===== src/orsp_pkg.sv =====
package orsp_pkg;

    localparam int ADDR_BITS_DEFAULT = 24;
    localparam int OUTQ_DEPTH = 4;
    localparam int OUTQ_PTR_BITS = $clog2(OUTQ_DEPTH);
    localparam int OUTQ_CNT_BITS = $clog2(OUTQ_DEPTH + 1);

    localparam logic [7:0] MAX_TEXT_RESET = 8'd30;
    localparam logic REG_MAX_TEXT = 1'b0;

    localparam logic [7:0] CH_H     = 8'h48;
    localparam logic [7:0] CH_T     = 8'h54;
    localparam logic [7:0] CH_M     = 8'h4D;
    localparam logic [7:0] CH_E     = 8'h45;
    localparam logic [7:0] CH_PLUS  = 8'h2B;
    localparam logic [7:0] CH_MINUS = 8'h2D;
    localparam logic [7:0] CH_SPACE = 8'h20;
    localparam logic [7:0] CH_TAB   = 8'h09;
    localparam logic [7:0] CH_VT    = 8'h0B;
    localparam logic [7:0] CH_FF    = 8'h0C;
    localparam logic [7:0] CH_CR    = 8'h0D;
    localparam logic [7:0] CH_LF    = 8'h0A;

    localparam logic [1:0] LETTER_H = 2'd0;
    localparam logic [1:0] LETTER_T = 2'd1;
    localparam logic [1:0] LETTER_M = 2'd2;
    localparam logic [1:0] LETTER_E = 2'd3;

    localparam logic [2:0] KIND_BYTE   = 3'd0;
    localparam logic [2:0] KIND_HEADER = 3'd1;
    localparam logic [2:0] KIND_TEXT   = 3'd2;
    localparam logic [2:0] KIND_MOD    = 3'd3;
    localparam logic [2:0] KIND_END    = 3'd4;
    localparam logic [2:0] KIND_STATUS = 3'd5;

    localparam logic [3:0] ERR_NONE     = 4'd0;
    localparam logic [3:0] ERR_ORDER    = 4'd1;
    localparam logic [3:0] ERR_HEX      = 4'd2;
    localparam logic [3:0] ERR_TOO_LONG = 4'd3;
    localparam logic [3:0] ERR_COUNT    = 4'd4;
    localparam logic [3:0] ERR_RANGE    = 4'd5;
    localparam logic [3:0] ERR_SIGN     = 4'd6;
    localparam logic [3:0] ERR_ZERO_NIB = 4'd7;
    localparam logic [3:0] ERR_TYPE     = 4'd8;
    localparam logic [3:0] ERR_MISSING  = 4'd9;

    localparam logic [8:0] ADDR_DIGITS  = 9'd6;
    localparam logic [8:0] COUNT_DIGITS = 9'd2;
    localparam logic [2:0] NAME_CHARS   = 3'd6;

    typedef enum logic [15:0] {
        PH_START  = 16'h0001,
        PH_BLANK  = 16'h0002,
        PH_SEP    = 16'h0004,
        PH_NAME   = 16'h0008,
        PH_GAP1   = 16'h0010,
        PH_HSTART = 16'h0020,
        PH_GAP2   = 16'h0040,
        PH_HLEN   = 16'h0080,
        PH_TADDR  = 16'h0100,
        PH_TCOUNT = 16'h0200,
        PH_TDATA  = 16'h0400,
        PH_MADDR  = 16'h0800,
        PH_MNIB   = 16'h1000,
        PH_MSIGN  = 16'h2000,
        PH_EADDR  = 16'h4000,
        PH_TAIL   = 16'h8000
    } phase_t;

    typedef struct packed {
        logic [7:0] ch;
        logic       eof;
        logic       ws;
        logic       sp_tab;
        logic       hex_ok;
        logic [3:0] hex_val;
        logic       cr;
        logic       lf;
    } item_t;

    typedef struct packed {
        logic [2:0]  kind;
        logic [23:0] address;
        logic [23:0] amount;
        logic [7:0]  data;
        logic [47:0] name;
        logic        sub;
        logic [3:0]  err;
        logic        last;
    } result_t;

endpackage


===== src/orsp_front.sv =====
module orsp_front (
    input  logic               clk,
    input  logic               rst_n,
    input  logic               char_valid,
    output logic               char_stall,
    input  logic [7:0]         char_code,
    input  logic               end_of_file,
    output logic               item_valid,
    output orsp_pkg::item_t    item,
    input  logic               item_take
);

    orsp_pkg::item_t mem_reg [2];
    logic            wp_reg;
    logic            wp_next;
    logic            rp_reg;
    logic            rp_next;
    logic [1:0]      cnt_reg;
    logic [1:0]      cnt_next;
    orsp_pkg::item_t cls;
    logic            push;

    // classify the character on the way in
    always_comb
    begin
        cls.ch      = char_code;
        cls.eof     = end_of_file;
        cls.sp_tab  = (char_code == orsp_pkg::CH_SPACE) || (char_code == orsp_pkg::CH_TAB);
        cls.ws      = cls.sp_tab || (char_code == orsp_pkg::CH_VT)
                      || (char_code == orsp_pkg::CH_FF);
        cls.cr      = (char_code == orsp_pkg::CH_CR);
        cls.lf      = (char_code == orsp_pkg::CH_LF);
        cls.hex_ok  = 1'b1;
        cls.hex_val = 4'd0;
        if (char_code >= 8'h30 && char_code <= 8'h39)
        begin
            cls.hex_val = 4'(char_code - 8'h30);
        end
        else if (char_code >= 8'h41 && char_code <= 8'h46)
        begin
            cls.hex_val = 4'(char_code - 8'h37);
        end
        else if (char_code >= 8'h61 && char_code <= 8'h66)
        begin
            cls.hex_val = 4'(char_code - 8'h57);
        end
        else
        begin
            cls.hex_ok = 1'b0;
        end
    end

    assign char_stall = (cnt_reg == 2'd2);
    assign push       = char_valid && !char_stall;
    assign item_valid = (cnt_reg != 2'd0);
    assign item       = mem_reg[rp_reg];

    always_comb
    begin
        wp_next  = push ? !wp_reg : wp_reg;
        rp_next  = item_take ? !rp_reg : rp_reg;
        cnt_next = 2'(cnt_reg + {1'b0, push} - {1'b0, item_take});
    end

    always_ff @(posedge clk)
    begin
        if (push)
        begin
            mem_reg[wp_reg] <= cls;
        end
    end

    always_ff @(posedge clk or negedge rst_n)
    begin
        if (!rst_n)
        begin
            wp_reg  <= 1'b0;
            rp_reg  <= 1'b0;
            cnt_reg <= 2'd0;
        end
        else
        begin
            wp_reg  <= wp_next;
            rp_reg  <= rp_next;
            cnt_reg <= cnt_next;
        end
    end

endmodule


===== src/orsp_core.sv =====
module orsp_core #(
    parameter int ADDR_BITS = orsp_pkg::ADDR_BITS_DEFAULT
) (
    input  logic               clk,
    input  logic               rst_n,
    input  logic               item_valid,
    input  orsp_pkg::item_t    item,
    output logic               item_take,
    input  logic               room,
    input  logic [7:0]         max_text_bytes,
    output logic [1:0]         push_n,
    output orsp_pkg::result_t  res0,
    output orsp_pkg::result_t  res1
);

    localparam int A = ADDR_BITS;

    orsp_pkg::phase_t phase_reg, phase_next;
    logic [1:0]   letter_reg, letter_next;
    logic [23:0]  field_reg, field_next;
    logic [8:0]   cc_reg, cc_next;
    logic [A-1:0] start_reg, start_next;
    logic [A-1:0] len_reg, len_next;
    logic [A:0]   end_reg, end_next;
    logic         hseen_reg, hseen_next;
    logic         eseen_reg, eseen_next;
    logic [3:0]   err_reg, err_next;
    logic [A-1:0] raddr_reg, raddr_next;
    logic [7:0]   count_reg, count_next;
    logic [3:0]   upper_reg, upper_next;
    logic [47:0]  name_reg, name_next;
    logic [2:0]   nlen_reg, nlen_next;
    logic         minus_reg, minus_next;

    function automatic logic [23:0] to24(input logic [A-1:0] v);
        logic [31:0] w;
        w = 32'(v);
        return w[23:0];
    endfunction

    function automatic logic in_prog(input logic [A-1:0] a, input logic [A-1:0] st,
                                     input logic [A-1:0] ln, input logic [A:0] en);
        return (ln == '0) || ((a >= st) && ((A+1)'(a) < en));
    endfunction

    assign item_take = item_valid && room;

    always_comb
    begin
        orsp_pkg::phase_t eff;
        logic             fresh;
        logic [23:0]      fv_base;
        logic [8:0]       cc_base;
        logic [23:0]      fv_new;
        logic [8:0]       cc_new;
        logic [31:0]      fv32;
        logic [A-1:0]     fv_addr;
        logic [3:0]       fail;
        logic [3:0]       fin_fail;
        logic             fin_n;
        orsp_pkg::result_t fin_res;
        orsp_pkg::result_t status;
        logic [3:0]       err_fin;
        logic [2:0]       nidx;

        phase_next  = phase_reg;
        letter_next = letter_reg;
        field_next  = field_reg;
        cc_next     = cc_reg;
        start_next  = start_reg;
        len_next    = len_reg;
        end_next    = end_reg;
        hseen_next  = hseen_reg;
        eseen_next  = eseen_reg;
        err_next    = err_reg;
        raddr_next  = raddr_reg;
        count_next  = count_reg;
        upper_next  = upper_reg;
        name_next   = name_reg;
        nlen_next   = nlen_reg;
        minus_next  = minus_reg;
        push_n      = 2'd0;
        res0        = '0;
        res1        = '0;
        fail        = orsp_pkg::ERR_NONE;
        status      = '0;
        err_fin     = orsp_pkg::ERR_NONE;

        // line end handling
        fin_fail = orsp_pkg::ERR_NONE;
        fin_n    = 1'b0;
        fin_res  = '0;
        if (err_reg == orsp_pkg::ERR_NONE)
        begin
            unique case (phase_reg)
                orsp_pkg::PH_START, orsp_pkg::PH_BLANK:
                begin
                end
                orsp_pkg::PH_TDATA:
                begin
                    if (cc_reg != {count_reg, 1'b0})
                    begin
                        fin_fail = orsp_pkg::ERR_COUNT;
                    end
                    else
                    begin
                        fin_n           = 1'b1;
                        fin_res.kind    = orsp_pkg::KIND_TEXT;
                        fin_res.address = to24(raddr_reg);
                        fin_res.amount  = {16'd0, count_reg};
                    end
                end
                orsp_pkg::PH_TAIL:
                begin
                    fin_n = 1'b1;
                    if (letter_reg == orsp_pkg::LETTER_H)
                    begin
                        fin_res.kind    = orsp_pkg::KIND_HEADER;
                        fin_res.address = to24(start_reg);
                        fin_res.amount  = to24(len_reg);
                        fin_res.name    = name_reg;
                    end
                    else if (letter_reg == orsp_pkg::LETTER_M)
                    begin
                        fin_res.kind    = orsp_pkg::KIND_MOD;
                        fin_res.address = to24(raddr_reg);
                        fin_res.amount  = {16'd0, count_reg};
                        fin_res.sub     = minus_reg;
                    end
                    else
                    begin
                        fin_res.kind    = orsp_pkg::KIND_END;
                        fin_res.address = to24(raddr_reg);
                    end
                end
                default:
                begin
                    fin_fail = orsp_pkg::ERR_HEX;
                end
            endcase
        end

        // redirect phases that hand the character on to the next field
        eff   = phase_reg;
        fresh = 1'b0;
        unique case (phase_reg)
            orsp_pkg::PH_SEP:
            begin
                if (!item.sp_tab)
                begin
                    fresh = 1'b1;
                    unique case (letter_reg)
                        orsp_pkg::LETTER_H: eff = orsp_pkg::PH_NAME;
                        orsp_pkg::LETTER_T: eff = orsp_pkg::PH_TADDR;
                        orsp_pkg::LETTER_M: eff = orsp_pkg::PH_MADDR;
                        default:            eff = orsp_pkg::PH_EADDR;
                    endcase
                end
            end
            orsp_pkg::PH_NAME:
            begin
                if (!item.ws && nlen_reg >= orsp_pkg::NAME_CHARS)
                begin
                    fresh = 1'b1;
                    eff   = orsp_pkg::PH_HSTART;
                end
            end
            orsp_pkg::PH_GAP1:
            begin
                if (!item.ws)
                begin
                    fresh = 1'b1;
                    eff   = orsp_pkg::PH_HSTART;
                end
            end
            orsp_pkg::PH_GAP2:
            begin
                if (!item.ws)
                begin
                    fresh = 1'b1;
                    eff   = orsp_pkg::PH_HLEN;
                end
            end
            default:
            begin
            end
        endcase

        fv_base = fresh ? 24'd0 : field_reg;
        cc_base = fresh ? 9'd0 : cc_reg;
        fv_new  = {fv_base[19:0], item.hex_val};
        cc_new  = 9'(cc_base + 9'd1);
        fv32    = {8'd0, fv_new};
        fv_addr = fv32[A-1:0];
        nidx    = 3'(3'd5 - nlen_reg);

        if (item.eof)
        begin
            err_fin = (err_reg != orsp_pkg::ERR_NONE) ? err_reg : fin_fail;
            if (err_fin == orsp_pkg::ERR_NONE && !(hseen_reg && eseen_reg))
            begin
                err_fin = orsp_pkg::ERR_MISSING;
            end
            status.kind = orsp_pkg::KIND_STATUS;
            status.err  = err_fin;
            status.last = 1'b1;
            if (fin_n)
            begin
                res0   = fin_res;
                res1   = status;
                push_n = 2'd2;
            end
            else
            begin
                res0   = status;
                push_n = 2'd1;
            end
            phase_next  = orsp_pkg::PH_START;
            letter_next = orsp_pkg::LETTER_H;
            field_next  = '0;
            cc_next     = '0;
            start_next  = '0;
            len_next    = '0;
            end_next    = '0;
            hseen_next  = 1'b0;
            eseen_next  = 1'b0;
            err_next    = orsp_pkg::ERR_NONE;
            raddr_next  = '0;
            count_next  = '0;
            upper_next  = '0;
            name_next   = '0;
            nlen_next   = '0;
            minus_next  = 1'b0;
        end
        else if (item.cr || err_reg != orsp_pkg::ERR_NONE)
        begin
        end
        else if (item.lf)
        begin
            fail = fin_fail;
            if (fin_n)
            begin
                res0      = fin_res;
                res0.last = 1'b1;
                push_n    = 2'd1;
            end
            phase_next = orsp_pkg::PH_START;
            field_next = '0;
            cc_next    = '0;
            minus_next = 1'b0;
            nlen_next  = '0;
        end
        else
        begin
            phase_next = eff;
            field_next = fv_base;
            cc_next    = cc_base;
            unique case (eff)
                orsp_pkg::PH_START:
                begin
                    if (item.ws)
                    begin
                        phase_next = orsp_pkg::PH_BLANK;
                    end
                    else
                    begin
                        if (item.ch == orsp_pkg::CH_H)
                        begin
                            if (hseen_reg)
                            begin
                                fail = orsp_pkg::ERR_ORDER;
                            end
                            letter_next = orsp_pkg::LETTER_H;
                        end
                        else if (item.ch == orsp_pkg::CH_T || item.ch == orsp_pkg::CH_M
                                 || item.ch == orsp_pkg::CH_E)
                        begin
                            if (!hseen_reg || eseen_reg)
                            begin
                                fail = orsp_pkg::ERR_ORDER;
                            end
                            letter_next = (item.ch == orsp_pkg::CH_T) ? orsp_pkg::LETTER_T :
                                          (item.ch == orsp_pkg::CH_M) ? orsp_pkg::LETTER_M :
                                                                        orsp_pkg::LETTER_E;
                        end
                        else
                        begin
                            fail = orsp_pkg::ERR_TYPE;
                        end
                        name_next  = '0;
                        nlen_next  = '0;
                        phase_next = orsp_pkg::PH_SEP;
                        field_next = '0;
                        cc_next    = '0;
                    end
                end
                orsp_pkg::PH_BLANK:
                begin
                    if (!item.ws)
                    begin
                        fail = orsp_pkg::ERR_TYPE;
                    end
                end
                orsp_pkg::PH_NAME:
                begin
                    if (item.ws)
                    begin
                        phase_next = orsp_pkg::PH_GAP1;
                    end
                    else
                    begin
                        name_next[{nidx, 3'b000} +: 8] = item.ch;
                        nlen_next = 3'(nlen_reg + 3'd1);
                    end
                end
                orsp_pkg::PH_HSTART, orsp_pkg::PH_HLEN, orsp_pkg::PH_TADDR,
                orsp_pkg::PH_TCOUNT, orsp_pkg::PH_MADDR, orsp_pkg::PH_MNIB,
                orsp_pkg::PH_EADDR:
                begin
                    if (!item.hex_ok)
                    begin
                        fail = orsp_pkg::ERR_HEX;
                    end
                    else
                    begin
                        field_next = fv_new;
                        cc_next    = cc_new;
                        if (eff == orsp_pkg::PH_HSTART && cc_new >= orsp_pkg::ADDR_DIGITS)
                        begin
                            start_next = fv_addr;
                            phase_next = orsp_pkg::PH_GAP2;
                            field_next = '0;
                            cc_next    = '0;
                        end
                        if (eff == orsp_pkg::PH_HLEN && cc_new >= orsp_pkg::ADDR_DIGITS)
                        begin
                            len_next   = fv_addr;
                            end_next   = (A+1)'((A+1)'(start_reg) + (A+1)'(fv_addr));
                            hseen_next = 1'b1;
                            phase_next = orsp_pkg::PH_TAIL;
                            field_next = '0;
                            cc_next    = '0;
                        end
                        if ((eff == orsp_pkg::PH_TADDR || eff == orsp_pkg::PH_MADDR)
                            && cc_new >= orsp_pkg::ADDR_DIGITS)
                        begin
                            raddr_next = fv_addr;
                            phase_next = (eff == orsp_pkg::PH_TADDR) ? orsp_pkg::PH_TCOUNT
                                                                     : orsp_pkg::PH_MNIB;
                            field_next = '0;
                            cc_next    = '0;
                        end
                        if (eff == orsp_pkg::PH_TCOUNT && cc_new >= orsp_pkg::COUNT_DIGITS)
                        begin
                            count_next = fv_new[7:0];
                            if (fv_new[7:0] > max_text_bytes)
                            begin
                                fail = orsp_pkg::ERR_TOO_LONG;
                            end
                            else if (!in_prog(raddr_reg, start_reg, len_reg, end_reg)
                                     || (len_reg != '0 && (A+1)'((A+1)'(raddr_reg)
                                         + (A+1)'(fv_new[7:0])) > end_reg))
                            begin
                                fail = orsp_pkg::ERR_RANGE;
                            end
                            phase_next = orsp_pkg::PH_TDATA;
                            field_next = '0;
                            cc_next    = '0;
                        end
                        if (eff == orsp_pkg::PH_MNIB && cc_new >= orsp_pkg::COUNT_DIGITS)
                        begin
                            count_next = fv_new[7:0];
                            phase_next = orsp_pkg::PH_MSIGN;
                            field_next = '0;
                            cc_next    = '0;
                        end
                        if (eff == orsp_pkg::PH_EADDR && cc_new >= orsp_pkg::ADDR_DIGITS)
                        begin
                            raddr_next = fv_addr;
                            if (!in_prog(fv_addr, start_reg, len_reg, end_reg))
                            begin
                                fail = orsp_pkg::ERR_RANGE;
                            end
                            else
                            begin
                                eseen_next = 1'b1;
                            end
                            phase_next = orsp_pkg::PH_TAIL;
                            field_next = '0;
                            cc_next    = '0;
                        end
                    end
                end
                orsp_pkg::PH_TDATA:
                begin
                    if (cc_reg >= {count_reg, 1'b0})
                    begin
                        fail = orsp_pkg::ERR_COUNT;
                    end
                    else if (!item.hex_ok)
                    begin
                        fail = orsp_pkg::ERR_HEX;
                    end
                    else
                    begin
                        cc_next = 9'(cc_reg + 9'd1);
                        if (!cc_reg[0])
                        begin
                            upper_next = item.hex_val;
                        end
                        else
                        begin
                            res0.kind    = orsp_pkg::KIND_BYTE;
                            res0.address = to24(A'(raddr_reg + A'(cc_reg[8:1])));
                            res0.data    = {upper_reg, item.hex_val};
                            res0.last    = 1'b1;
                            push_n       = 2'd1;
                        end
                    end
                end
                orsp_pkg::PH_MSIGN:
                begin
                    if (item.ch != orsp_pkg::CH_PLUS && item.ch != orsp_pkg::CH_MINUS)
                    begin
                        fail = orsp_pkg::ERR_SIGN;
                    end
                    else if (count_reg == 8'd0)
                    begin
                        fail = orsp_pkg::ERR_ZERO_NIB;
                    end
                    else if (!in_prog(raddr_reg, start_reg, len_reg, end_reg))
                    begin
                        fail = orsp_pkg::ERR_RANGE;
                    end
                    minus_next = (item.ch == orsp_pkg::CH_MINUS);
                    phase_next = orsp_pkg::PH_TAIL;
                    field_next = '0;
                    cc_next    = '0;
                end
                default:
                begin
                end
            endcase
        end

        if (!item.eof && err_reg == orsp_pkg::ERR_NONE)
        begin
            err_next = fail;
        end

        if (!item_take)
        begin
            phase_next  = phase_reg;
            letter_next = letter_reg;
            field_next  = field_reg;
            cc_next     = cc_reg;
            start_next  = start_reg;
            len_next    = len_reg;
            end_next    = end_reg;
            hseen_next  = hseen_reg;
            eseen_next  = eseen_reg;
            err_next    = err_reg;
            raddr_next  = raddr_reg;
            count_next  = count_reg;
            upper_next  = upper_reg;
            name_next   = name_reg;
            nlen_next   = nlen_reg;
            minus_next  = minus_reg;
            push_n      = 2'd0;
        end
    end

    always_ff @(posedge clk or negedge rst_n)
    begin
        if (!rst_n)
        begin
            phase_reg  <= orsp_pkg::PH_START;
            letter_reg <= orsp_pkg::LETTER_H;
            field_reg  <= '0;
            cc_reg     <= '0;
            start_reg  <= '0;
            len_reg    <= '0;
            end_reg    <= '0;
            hseen_reg  <= 1'b0;
            eseen_reg  <= 1'b0;
            err_reg    <= orsp_pkg::ERR_NONE;
            raddr_reg  <= '0;
            count_reg  <= '0;
            upper_reg  <= '0;
            name_reg   <= '0;
            nlen_reg   <= '0;
            minus_reg  <= 1'b0;
        end
        else
        begin
            phase_reg  <= phase_next;
            letter_reg <= letter_next;
            field_reg  <= field_next;
            cc_reg     <= cc_next;
            start_reg  <= start_next;
            len_reg    <= len_next;
            end_reg    <= end_next;
            hseen_reg  <= hseen_next;
            eseen_reg  <= eseen_next;
            err_reg    <= err_next;
            raddr_reg  <= raddr_next;
            count_reg  <= count_next;
            upper_reg  <= upper_next;
            name_reg   <= name_next;
            nlen_reg   <= nlen_next;
            minus_reg  <= minus_next;
        end
    end

`ifndef SYNTHESIS
    a_take_needs_room: assert property (@(posedge clk) disable iff (!rst_n)
        item_take |-> room)
        else $error("request taken without output room");

    a_push_from_take: assert property (@(posedge clk) disable iff (!rst_n)
        (push_n != 2'd0) |-> item_take)
        else $error("result pushed without a request");

    a_eof_clears: assert property (@(posedge clk) disable iff (!rst_n)
        (item_take && item.eof) |=> (err_reg == orsp_pkg::ERR_NONE
                                     && phase_reg == orsp_pkg::PH_START && !hseen_reg))
        else $error("state not cleared after end of file");
`endif

endmodule


===== src/orsp_outq.sv =====
module orsp_outq (
    input  logic               clk,
    input  logic               rst_n,
    input  logic [1:0]         push_n,
    input  orsp_pkg::result_t  res0,
    input  orsp_pkg::result_t  res1,
    output logic               room,
    output logic               result_valid,
    input  logic               result_stall,
    output orsp_pkg::result_t  head
);

    localparam int PB = orsp_pkg::OUTQ_PTR_BITS;
    localparam int CB = orsp_pkg::OUTQ_CNT_BITS;

    orsp_pkg::result_t mem_reg [orsp_pkg::OUTQ_DEPTH];
    logic [PB-1:0]     wp_reg, wp_next;
    logic [PB-1:0]     rp_reg, rp_next;
    logic [CB-1:0]     cnt_reg, cnt_next;
    logic              pop;
    logic [PB-1:0]     wp_plus1;

    assign room         = (cnt_reg <= CB'(orsp_pkg::OUTQ_DEPTH - 2));
    assign result_valid = (cnt_reg != '0);
    assign pop          = result_valid && !result_stall;
    assign head         = mem_reg[rp_reg];
    assign wp_plus1     = PB'(wp_reg + PB'(1));

    always_comb
    begin
        wp_next  = PB'(wp_reg + PB'(push_n));
        rp_next  = pop ? PB'(rp_reg + PB'(1)) : rp_reg;
        cnt_next = CB'(cnt_reg + CB'(push_n) - CB'(pop));
    end

    always_ff @(posedge clk)
    begin
        if (push_n != 2'd0)
        begin
            mem_reg[wp_reg] <= res0;
        end
        if (push_n == 2'd2)
        begin
            mem_reg[wp_plus1] <= res1;
        end
    end

    always_ff @(posedge clk or negedge rst_n)
    begin
        if (!rst_n)
        begin
            wp_reg  <= '0;
            rp_reg  <= '0;
            cnt_reg <= '0;
        end
        else
        begin
            wp_reg  <= wp_next;
            rp_reg  <= rp_next;
            cnt_reg <= cnt_next;
        end
    end

endmodule


===== src/object_record_stream_parser.sv =====
// Parses an object program one character per request and streams out decoded
// text bytes, one result per finished record and a final status at end of file.
// One character is taken every cycle unless char_stall is raised: a two-entry
// input queue feeds a combinational parse step, and its results go into a
// four-entry output queue. A character causes at most two results; the parse
// step waits whenever the output queue has room for fewer than two, so the rate
// holds at one request per cycle as long as results are taken as fast as they
// appear. Configuration writes may only be made while the block is idle.
module object_record_stream_parser #(
    parameter int ADDR_BITS = orsp_pkg::ADDR_BITS_DEFAULT
) (
    input  logic        clk,
    input  logic        rst_n,
    input  logic        psel,
    input  logic        penable,
    input  logic        pwrite,
    input  logic [2:0]  paddr,
    input  logic [31:0] pwdata,
    output logic [31:0] prdata,
    output logic        pready,
    input  logic        char_valid,
    output logic        char_stall,
    input  logic [7:0]  char_code,
    input  logic        end_of_file,
    output logic        result_valid,
    input  logic        result_stall,
    output logic [2:0]  result_kind,
    output logic [23:0] address,
    output logic [23:0] amount,
    output logic [7:0]  data_byte,
    output logic [47:0] program_name,
    output logic        subtract,
    output logic [3:0]  error_code,
    output logic        last_of_run
);

    logic [7:0]        max_text_reg;
    logic [7:0]        max_text_next;
    logic              item_valid;
    orsp_pkg::item_t   item;
    logic              item_take;
    logic              room;
    logic [1:0]        push_n;
    orsp_pkg::result_t res0;
    orsp_pkg::result_t res1;
    orsp_pkg::result_t head;

    assign pready = 1'b1;
    assign prdata = (paddr[2] == orsp_pkg::REG_MAX_TEXT) ? {24'd0, max_text_reg} : 32'd0;

    always_comb
    begin
        max_text_next = max_text_reg;
        if (psel && penable && pwrite && pready && paddr[2] == orsp_pkg::REG_MAX_TEXT)
        begin
            max_text_next = pwdata[7:0];
        end
    end

    always_ff @(posedge clk or negedge rst_n)
    begin
        if (!rst_n)
        begin
            max_text_reg <= orsp_pkg::MAX_TEXT_RESET;
        end
        else
        begin
            max_text_reg <= max_text_next;
        end
    end

    orsp_front u_front (
        .clk         (clk),
        .rst_n       (rst_n),
        .char_valid  (char_valid),
        .char_stall  (char_stall),
        .char_code   (char_code),
        .end_of_file (end_of_file),
        .item_valid  (item_valid),
        .item        (item),
        .item_take   (item_take)
    );

    orsp_core #(
        .ADDR_BITS (ADDR_BITS)
    ) u_core (
        .clk            (clk),
        .rst_n          (rst_n),
        .item_valid     (item_valid),
        .item           (item),
        .item_take      (item_take),
        .room           (room),
        .max_text_bytes (max_text_reg),
        .push_n         (push_n),
        .res0           (res0),
        .res1           (res1)
    );

    orsp_outq u_outq (
        .clk          (clk),
        .rst_n        (rst_n),
        .push_n       (push_n),
        .res0         (res0),
        .res1         (res1),
        .room         (room),
        .result_valid (result_valid),
        .result_stall (result_stall),
        .head         (head)
    );

    assign result_kind  = head.kind;
    assign address      = head.address;
    assign amount       = head.amount;
    assign data_byte    = head.data;
    assign program_name = head.name;
    assign subtract     = head.sub;
    assign error_code   = head.err;
    assign last_of_run  = head.last;

endmodule


===== config.mk =====
export PLATFORM = sky130hd
export DESIGN_NAME = object_record_stream_parser
export DESIGN_NICKNAME = d
export VERILOG_FILES = /design/src/orsp_pkg.sv /design/src/orsp_front.sv /design/src/orsp_core.sv /design/src/orsp_outq.sv /design/src/object_record_stream_parser.sv
export SDC_FILE = /design/constraint.sdc
export NUM_CORES = 2
export LEC_CHECK = 0
export ABC_AREA = 1
export BUFFER_PORTS_ARGS = -buffer_cell sky130_fd_sc_hd__buf_4
export CAP_MARGIN = 20
export CELL_PAD_IN_SITES_DETAIL_PLACEMENT = 0
export CELL_PAD_IN_SITES_GLOBAL_PLACEMENT = 2
export CORE_ASPECT_RATIO = 1.2
export CORE_UTILIZATION = 36
export DETAILED_ROUTE_END_ITERATION = 7
export PLACE_DENSITY = 0.84
export SYNTH_ARGS = -nofsm -noshare
export SYNTH_HDL_FRONTEND = slang
export SYNTH_SLANG_ARGS = --single-unit

===== constraint.sdc =====
create_clock -name clk -period 5.6 [get_ports clk]
set_input_delay 0.56 -clock clk [delete_from_list [all_inputs] [get_ports clk]]
set_output_delay 0.56 -clock clk [all_outputs]
set_load 0.02 [all_outputs]

==> impl_metrics.tcl <==
set metrics [dict create \
    final_cell_count_no_fill 6800 \
    wl_per_cell_um 21.6 \
    drc 0 \
    worstReg2RegEnd "u_core.err_reg[0]" \
    required_ns 6.14 \
    rsz0062_at_grt "no" \
    ys_ff_latch 721 \
    final_max_slew_viol_count 0 \
    crit_start "u_front.rp_reg" \
    crit_cells 30 \
    cts_tree "yes" \
    port_buffers 147 \
    h-tree-depth 3 \
    rrSetupSlack_ns 0.48 \
    syn_avg_cell_area_um2 7.40 \
    synth_top_area_share_pct 21.6 \
    viasPerCell 5.50 \
    cp_max_fo 18 \
    finalCriticalPeriod_ns 5.12 \
    die_x_um 304 \
    tightest_slew_ns 1.13 \
    yosysWarningCount 0 \
    via_count 37400 \
    hold-worst-slack_ns 0.0905 \
    p_leak_uw 0.0192 \
    finalSetupViolations 0 \
    grt-ovfl-total 0 \
    grt_pass1_vias 35600 \
    ant_nets 0 \
    clock_latency_ns 0.69 \
    netlist_instances 5310 \
    syn_area_um2 39300 \
    whs_path_depth 1 \
    run_status "finished clean" \
    r2r_cells 30 \
    drtPass1Iterations 6 \
    drive_gt1_share_pct 8.72 \
    hold_class "in -> reg" \
    critical-path-top-delay-family "simple AND/OR/NAND/NOR gates" \
    hold_viol 0 \
    cts.sinks 721 \
    grt_max_degree 202 \
    dp_cells 6642 \
    cp-start-kind "flop" \
    yosysTopAreaCell "dfxtp_1" \
    cp-end-kind "flop" \
    path_clk_slew_ns 0.06 \
    initial_core_util_pct 36.4 \
    dieArea_um2 110000 \
    async_flop_share_pct 32.3 \
    ys_types 64 \
    cpPeakStageDelay_ns 0.43 \
    min_to "u_front.mem_reg[0][9]" \
    hpwl_um 99400 \
    synth_edf_count 64 \
    grt_pass1_wl_um 221000 \
    synth-seq-area-share_pct 41.4 \
    row_count 132 \
    synthTopCellsByArea "dfxtp_1 22%, dfrtp_1 15%, o21ai_0 9.0%" \
    path_buf_inv 5 \
    fin_setup_tns_ns 0 \
    largest_reg_flops 452 \
    ir_worst_vdd_uv 372 \
    cts_buffers 82 \
    track_usage_pct 26.2 \
    crit_arrival_ns 5.66 \
    core_um2 108000 \
    maxCapViolCount 0 \
    critPathKind "reg -> reg" \
    finClkSkew_ns 0.0423 \
    clk_path_buf_depth 3 \
    min_period_over_period_pct 91.3 \
    area_delta_synth_final_pct 13.3 \
    slowest_stage "dfrtp_1" \
    synthTopCellsByCount "838 x nand2_1, 710 x o21ai_0, 624 x nand3_1" \
    fmax_ghz 0.196 \
    r2r_start "u_front.rp_reg" \
    ioPinCount 199 \
    nets 5564 \
    relSlewSlack_pct 24.5 \
    finalWirelength_um 147000 \
    yosys_most_used_dff "dfxtp_1" \
    first_iter_violations 2919 \
    cp_common_cell "nand2_1" \
    antenna_found_initial 1 \
    n_fill_cell 11400 \
    yosysMostFrequentCell "nand2_1" \
    die_h_um 364 \
    cts_root_buffer "clkbuf_16" \
    min_from "end_of_file" \
    powerDensity_nw_per_um2 496 \
    final_util_pct 41.2 \
    gp_congestion 0.917 \
]
-- cells in the final DEF (no fill, tap or decap), drive strengths merged, types with 134 or more instances in the layout --
cell type,netlist,routed
dfrtp,228,228
nand3,624,624
clkbuf,236,134
o22ai,163,163
inv,393,394
dfxtp,424,424
nor2,616,616
buf,107,247
ha,187,187
o21ai,864,864
nand2,850,850
a21oi,216,216
-- how the worst max path moves through the flow --
stage                             end  slack, ns
finish              u_core.err_reg[0]       0.48
global route        u_core.err_reg[2]      0.006
CTS                 u_core.err_reg[0]       0.07
detailed placement  u_core.err_reg[0]       0.12
global placement    u_core.err_reg[2]       0.14
floorplan           u_core.err_reg[2]       0.85
-- where the power goes --
group	leakage [µW]	switching (µW)	internal, µW
registers	0.00714	526	5800
logic	0.0107	7240	2950
clock network	0.00137	2360	3200
total	0.0192	10100	12000
-- repair_timing --
item	in CTS	in global routing
buffers inserted	0	0
hold buffers	1	0
endpoints found under the hold margin	68	0
endpoints found under the setup margin	0	2
resized for setup	0	5
-- final cells by class --
class | count | area, µm² | area share (%)
repair buffers | 248 | 2020 | 4.55
clock buffers | 134 | 2600 | 5.84
well taps | 1407 | 1760 | 3.96
inverters | 400 | 1520 | 3.43
multi-input cells | 3869 | 20100 | 45.3
flip-flops and latches | 721 | 16300 | 36.5
clock inverters | 20 | 185 | 0.416
diodes | 1 | 2.50 | 0.00563
-- cell families after synthesis --
logic type                 count (synthesis)  synth area share [%]
muxes                                      1                0.0255
adders and majority gates                191                  6.16
other                                      2                0.0191
buffers and inverters                    743                  7.90
DFF                                      721                  41.4
xor gates and xnor gates                  65                  1.45
AOI/OAI and AO/OA                       1351                  18.6
and+or+nand+nor                         2236                  24.5
-- routing by layer --
layer	wire, µm	track usage (%)	up-vias
met5	0	0	-
met4	5190	9.94	0
met3	8320	3.64	232
met2	68600	43.1	1088
met1	65100	34.7	18000
li1	-	-	18100
-- stage by stage --
step	setup WS [ns]	area (µm²)	total power [µW]
finish	0.485	44500	22100
global placement	0.139	41600	16500
detailed placement	0.116	41600	16600
global route	0.00552	44500	23400
floorplan	0.848	39400	12600
CTS	0.0684	44400	22100
No activity file was read; power rests on OpenSTA's default activity.
